<file path="src/hw/rtl/u8dt_pkg.sv">
// Shared types, constants and the look-alike table for the UTF-8 decoder.
package u8dt_pkg;

	localparam logic [1:0] PEND_NONE = 2'd0;
	localparam logic [1:0] PEND_ONE  = 2'd1;
	localparam logic [1:0] PEND_TWO  = 2'd2;

	localparam logic [2:0] LEAD2_TAG = 3'b110;
	localparam logic [3:0] LEAD3_TAG = 4'b1110;

	typedef struct packed {
		logic        produce;
		logic [15:0] unit;
		logic        last;
		logic [1:0]  pend_next;
		logic [9:0]  part_next;
	} dec_result_t;

	function automatic logic [15:0] look_alike(input logic [15:0] c);
		logic [15:0] r;
		case (c)
			16'h0410: r = 16'h0041;
			16'h0412: r = 16'h0042;
			16'h0415: r = 16'h0045;
			16'h041a: r = 16'h004b;
			16'h041c: r = 16'h004d;
			16'h041d: r = 16'h0048;
			16'h041e: r = 16'h004f;
			16'h0420: r = 16'h0050;
			16'h0421: r = 16'h0043;
			16'h0422: r = 16'h0054;
			16'h0425: r = 16'h0058;
			16'h0430: r = 16'h0061;
			16'h0435: r = 16'h0065;
			16'h043e: r = 16'h006f;
			16'h0440: r = 16'h0070;
			16'h0441: r = 16'h0063;
			16'h0445: r = 16'h0078;
			16'h00aa: r = 16'h0061;
			16'h00ba: r = 16'h006f;
			16'h0060: r = 16'h0027;
			default:  r = c;
		endcase
		return r;
	endfunction

endpackage

</file>
<file path="src/hw/rtl/u8dt_decode.sv">
// Per-byte decode step: sequence tracking, zero padding at end of string, look-alike map.
module u8dt_decode (
	input  logic [7:0]            in_byte,
	input  logic                  in_last,
	input  logic [1:0]            pend,
	input  logic [9:0]            part,
	output u8dt_pkg::dec_result_t res
);

	logic        done;
	logic [15:0] unit;
	logic [1:0]  np;
	logic [9:0]  npv;

	always_comb begin
		done = 1'b0;
		unit = 16'd0;
		np   = pend;
		npv  = part;
		case (pend)
			u8dt_pkg::PEND_ONE: begin
				unit = {part, in_byte[5:0]};
				done = 1'b1;
				np   = u8dt_pkg::PEND_NONE;
				npv  = 10'd0;
			end
			u8dt_pkg::PEND_NONE: begin
				if (in_byte[7:5] == u8dt_pkg::LEAD2_TAG) begin
					npv = {5'd0, in_byte[4:0]};
					np  = u8dt_pkg::PEND_ONE;
				end else if (in_byte[7:4] == u8dt_pkg::LEAD3_TAG) begin
					npv = {6'd0, in_byte[3:0]};
					np  = u8dt_pkg::PEND_TWO;
				end else begin
					unit = {8'd0, in_byte};
					done = 1'b1;
				end
			end
			default: begin
				// two still owed (three never arises, treated the same)
				npv = {part[3:0], in_byte[5:0]};
				np  = u8dt_pkg::PEND_ONE;
			end
		endcase

		// string ends mid-sequence: missing bytes are zero
		if (!done && in_last) begin
			if (np == u8dt_pkg::PEND_ONE)
				unit = {npv, 6'd0};
			else
				unit = {npv[3:0], 12'd0};
			done = 1'b1;
			np   = u8dt_pkg::PEND_NONE;
			npv  = 10'd0;
		end

		res.produce   = done;
		res.unit      = u8dt_pkg::look_alike(unit);
		res.last      = in_last;
		res.pend_next = np;
		res.part_next = npv;
	end

endmodule

</file>
<file path="src/hw/rtl/utf8_decode_transliterate.sv">
// UTF-8 to 16-bit code unit decoder with look-alike transliteration, top level.
// Takes one UTF-8 byte per cycle while in_ready is high and gives at most one 16-bit code
// unit per byte, registered from the byte that finishes the unit. Two- and three-byte
// sequences are decoded without checking continuation bytes; a string that ends inside
// a sequence gives one unit with the missing bits as zero. The byte decode and table
// lookup sit between the input handshake and an output register backed by a one-item
// skid register, so bytes keep flowing at one per cycle while out_ready is high and at
// least one more byte is taken after the output stalls.
module utf8_decode_transliterate (
	input  logic        clk,
	input  logic        arst_n,
	input  logic        in_valid,
	output logic        in_ready,
	input  logic [7:0]  in_byte,
	input  logic        in_last,
	output logic        out_valid,
	input  logic        out_ready,
	output logic [15:0] code_unit,
	output logic        out_last
);

	logic [1:0]  pend_q;
	logic [9:0]  part_q;
	logic        out_v_q;
	logic [15:0] out_unit_q;
	logic        out_last_q;
	logic        skid_v_q;
	logic [15:0] skid_unit_q;
	logic        skid_last_q;

	u8dt_pkg::dec_result_t dec;
	logic accept;
	logic take;
	logic pop;

	u8dt_decode u_decode (
		.in_byte (in_byte),
		.in_last (in_last),
		.pend    (pend_q),
		.part    (part_q),
		.res     (dec)
	);

	assign in_ready = !skid_v_q;
	assign accept   = in_valid && in_ready;
	assign take     = accept && dec.produce;
	assign pop      = out_v_q && out_ready;

	always_ff @(posedge clk or negedge arst_n) begin
		if (!arst_n) begin
			pend_q <= u8dt_pkg::PEND_NONE;
			part_q <= 10'd0;
		end else if (accept) begin
			pend_q <= dec.pend_next;
			part_q <= dec.part_next;
		end
	end

	always_ff @(posedge clk or negedge arst_n) begin
		if (!arst_n) begin
			out_v_q  <= 1'b0;
			skid_v_q <= 1'b0;
		end else if (!out_v_q || pop) begin
			if (skid_v_q) begin
				out_v_q  <= 1'b1;
				skid_v_q <= 1'b0;
			end else begin
				out_v_q <= take;
			end
		end else if (take) begin
			skid_v_q <= 1'b1;
		end
	end

	always_ff @(posedge clk) begin
		if (!out_v_q || pop) begin
			if (skid_v_q) begin
				out_unit_q <= skid_unit_q;
				out_last_q <= skid_last_q;
			end else if (take) begin
				out_unit_q <= dec.unit;
				out_last_q <= dec.last;
			end
		end else if (take) begin
			skid_unit_q <= dec.unit;
			skid_last_q <= dec.last;
		end
	end

	assign out_valid = out_v_q;
	assign code_unit = out_unit_q;
	assign out_last  = out_last_q;

endmodule

</file>
<file path="config.mk">
export PLATFORM = sky130hd
export DESIGN_NAME = utf8_decode_transliterate
export DESIGN_NICKNAME = d
export VERILOG_FILES = /design/src/hw/rtl/u8dt_pkg.sv /design/src/hw/rtl/u8dt_decode.sv /design/src/hw/rtl/utf8_decode_transliterate.sv
export SDC_FILE = /design/constraint.sdc
export NUM_CORES = 1
export LEC_CHECK = 0
export ABC_AREA = 1
export BUFFER_PORTS_ARGS = -buffer_cell sky130_fd_sc_hd__buf_2
export CAP_MARGIN = 15
export CORE_MARGIN = 2
export CORE_UTILIZATION = 30
export CTS_BUF_LIST = sky130_fd_sc_hd__clkbuf_8
export CTS_CLUSTER_DIAMETER = 80
export CTS_CLUSTER_SIZE = 25
export DETAILED_ROUTE_END_ITERATION = 8
export GPL_TIMING_DRIVEN = 0
export HOLD_SLACK_MARGIN = 0.05
export SYNTH_ARGS = -nofsm -noshare
export SYNTH_HDL_FRONTEND = slang
export SYNTH_SLANG_ARGS = --single-unit
</file>
<file path="constraint.sdc">
create_clock -name clk -period 3.6 [get_ports clk]
set_input_delay 0.36 -clock clk [delete_from_list [all_inputs] [get_ports clk]]
set_output_delay 0.36 -clock clk [all_outputs]
set_load 0.01 [all_outputs]
</file>
== Word level (Yosys, flattened, before mapping) ==
Cells that the tools add are included.
W data, S select, Z words.
Storage, ports and cells
  bits in registers: 48
  input bits: 13
  output and inout port bits: 19
  word-level logic and storage cells: 73
Operators by class
  equal/unequal tests: 24
  mux-type cells: 25
  bitwise logic cells: 1
  reductions and logical operators: 15
Operators by type and width (count)
  $pmux W16 S18: 1
  $eq A16 B11 Y1 const B: 17
  $mux W16: 5
  $eq A16 B8 Y1 const B: 2
  $pmux W16 S2: 1
  $mux W10: 3
  $pmux W10 S2: 1
  $eq A16 B7 Y1 const B: 1
  $mux W1: 8
  $mux W8: 1
  $mux W2: 3
  $eq A2 B1 Y1 const B: 2
  $eq A4 B4 Y1 const B: 1
  $logic_and A1 B1 Y1: 4
  $pmux W2 S2: 1
  $reduce_and A2 Y1: 2
  $reduce_bool A2 Y1: 2
  $reduce_or A2 Y1: 2
  $eq A3 B3 Y1 const B: 1
  $logic_not A1 Y1: 3
  $logic_not A2 Y1: 1
  $pmux W1 S2: 1
  $logic_or A1 B1 Y1: 1
  $not A1 Y1: 1

== Logic depth before layout (Yosys ltp) ==
  depth in word-level cells: 12
  mapped depth: 22
  depth with buffers taken out: 21

== Cells and area by module ==
Synthesis repeated with hierarchy kept, for this count alone.
Second synthesis, totals
  cells, all modules: 468
  area, all modules: 3417.0 sq um
By module, submodules not included
  utf8_decode_transliterate: instances 1, cells an instance 153, area each 1834.3 sq um, sequential area each 1371.3 sq um
  u8dt_decode: instances 1, cells an instance 315, area each 1582.8 sq um, sequential area each 0.0 sq um

== Worst setup path after synthesis ==
No wires, ideal clock.
  kind: reg2reg
  start point: register pend_q[0]
  end point: register skid_unit_q[5], data pin
  setup time: 0.255 ns
  arrival time: 2.156 ns
  required time: 3.345 ns
  path slack: 1.190 ns
  cell stages (with the launch flop): 18
  path buffers: 0
  clock period less this slack: 2.410 ns
  cells stage by stage: dfrtp_1 -> nor2_4 -> nand3_2 -> nand2_1 -> inv_2 -> nor2_1 -> nand2_1 -> nor3_4 -> inv_1 -> nor2_2 -> nand2_1 -> nand2_1 -> inv_2 -> nand2_2 -> inv_2 -> nand3_1 -> nand2_1 -> and2_1
RTL lines
  from (decl): line utf8_decode_transliterate.sv:22  | logic [1:0] pend_q;
  from (signal assigned): line utf8_decode_transliterate.sv:51  | pend_q <= u8dt_pkg::PEND_NONE;
  from (signal assigned): line utf8_decode_transliterate.sv:54  | pend_q <= dec.pend_next;
  to (signal assigned): line utf8_decode_transliterate.sv:85  | skid_unit_q <= dec.unit;
  to (decl): line utf8_decode_transliterate.sv:28  | logic [15:0] skid_unit_q;

==> impl_metrics.toml <==
[outcome]
status = "completed"

[clock_tree]
post_cts_buffers = 0
cts_resized = 0
clk_latency_ps = 310
cts_root_buf = "clkbuf_8"
clk_pin_slew_ps = 100
clockBufferDepth = 2
cts_tree = "done"
h-tree-depth = 2
postCtsHoldBufs = 1
cts_sinks = 48
cts_made_buffers = 5

[pwr]
p_leak_nw = 1.83
p_per_area_mw_per_mm2 = 440
vdd_drop_max_mv = 0.226

[floorplanning]
die_h_um = 110
initial_core_util_pct = 30.8
die_area_mm2 = 0.0120
chipWidth_um = 110
pin_count = 32
core_area_mm2 = 0.0108
placement_rows = 38

[setup_path]
rr_worst_depth = 17
crit_chain = "nor2_4, nand3_2, nand2_1, inv_2, nor2_1, nand2_1, nor3_4, inv_1, nor2_2, nand2_1, nand2_1, inv_2, nand2_2, inv_2, nand3_1, nand2_1, and2_1"
cp_slowest_stage_delay_ps = 470
endpoint_kind = "flop"
start_kind = "flop"
path_common_cell = "nand2_1"
cp.required_ps = 3660
path_max_fanout = 10
slowest_stage = "dfrtp_1"
worstPathArrival_ps = 3090
crit_type = "flop to flop"

[synth]
yosys_warnings = 0
synth_area_mm2 = 0.00334
synth_cell_type_count = 36
async_flop_share_pct = 29.2
ys_top_cells_by_area = "edfxtp_1, nand2_1, dfrtp_1"
synth_seq_area_share_pct = 41.0
syn_nets = 459
synth_top_area_share_pct = 30.6
ys_ff_latch = 48
syn_avg_cell_area_um2 = 7.49
synth_top_area_cell = "edfxtp_1"
ys.flop_type = "edfxtp_1"
synthesis.instances = 446
synth-edff-count = 34

[final_layout]
syn_to_final_growth_pct = 14.9
final_cell_count_no_fill = 628
mostFrequentLayoutCells = "nand2_1, nor2_1, inv_1"
final_common_cell = "nand2_1"
nNetsFinal = 500
diodes = 0
design_area_mm2 = 0.00384
layout-drive-gt1-share_pct = 21.7

[detailed_routing]
drt-pass1-iter-count = 5
drt-initial-drc-count = 230
wire_per_inst_um = 13.1
routed_wl_um = 8250
vias = 3046
drtAntennaViolNets = 0
avgViaCountPerCell = 4.85
drcViolationCount = 0

[grt]
grt_antenna_before_repair = 0
grt_pass1_vias = 2842
overflow = 0
grt_start_max_net_pins = 17
track_usage_pct = 14.8
grt_pass1_wl_um = 14000

[timing]
period_share_pct = 84.2
setup_viol = 0
tightest_slew_ps = 584
fin_skew_ps = 19.3
setup_tns_ps = 0
max_slew_margin_pct = 60.9
hold_viol = 0
drv_slew = 0
max_freq_mhz = 330
rsz0062_at_grt = "false"
min_period_ps = 3030

[hold_path]
hold_class = "input pin to flop"
worstHoldPathCells = 4

[placed_design]
dp_hpwl_um = 6580
dpl_cell_area_mm2 = 0.00369
dp.cells = 619
globalplace.congestion = 0.938
io_buffers = 31

[flow_run]
maxCapViolCount = 0
[flip-flops by register name (all words and copies together) (netlist names)]
register,flops
out_valid,1
skid_unit_q,16
out_last,1
pend_q,2
part_q,10
code_unit,16
skid_last_q,1
skid_v_q,1
[through the flow]
step           util, %  setup slack (ps)  total power [mW]  hold slack [ps]
6_report          35.4               567              1.69              331
5_1_grt           35.4               222              1.80              349
4_1_cts           35.4               589              1.70              323
3_5_place_dp      34.0               616              1.23              279
3_3_place_gp      33.9               610              1.22              273
2_1_floorplan        -              1190              1.08             64.4
[routing by layer]
layer | global-route usage, % | up-vias | part of all wire [%]
met5 | 0 | - | 0
met1 | 20.2 | 1416 | 48
met3 | 2.25 | 7 | 5.1
li1 | - | 1547 | -
met2 | 24.0 | 76 | 46
met4 | 4.43 | 0 | 1.2
[worst max-delay path, delay by kind of cell, from the launching register on]
kind                   cells  cell delay (ps)
buffers and inverters      4              290
DFF                        1              470
and+or+nand+nor           13             2010
[kinds of logic after synthesis]
kind of cell	count (synthesis)	share of synthesized area [%]
flip-flops	48	41.0
AO/OA/AOI/OAI	49	9.36
AND/OR/NAND/NOR	279	40.7
buffers and inverters	70	8.91
[cells in the mapped netlist (2+ instances only)]
cell type	count
nor2_4	5
buf_6	4
o22ai_1	6
nor2_1	54
nand2_2	6
clkbuf_1	4
nand4_1	17
nand3_1	39
a21oi_1	9
inv_2	17
nand3_2	7
a31oi_1	2
a21oi_4	2
dfrtp_1	14
o21ai_0	17
inv_1	43
nor3_2	2
nand2_1	124
o21bai_1	4
nand2_4	4
nor2_2	10
o21ai_1	5
nor3_1	5
edfxtp_1	34
[worst paths after layout]
kind	start	endpoint	slack, ps
hold reg to reg	skid_last_q	out_last	530
setup reg to reg	pend_q[0]	skid_unit_q[5]	570
max in group asynchronous	arst_n	part_q[5]	2860
min in group asynchronous	arst_n	part_q[7]	470
setup / recovery	pend_q[0]	skid_unit_q[5]	570
hold / removal	out_ready	skid_v_q	330
[layout make-up]
cell class	instances	area [um^2]
fill	1163	7000
multi-input combinational	328	1670
sequential	48	1370
inverter	60	225
timing repair buffer	34	184
tap	140	175
buffer	10	72.6
clock buffer	5	68.8
clock inverter	3	68.8
[report_power, final]
group	internal, mW	switching (mW)	total (mW)	leakage [nW]
Sequential	0.686	0.0315	0.717	0.511
Clock	0.280	0.191	0.471	0.0687
Combinational	0.152	0.348	0.500	1.25
Total	1.12	0.571	1.69	1.83
Note: power is estimated with default switching activity, not from simulation.
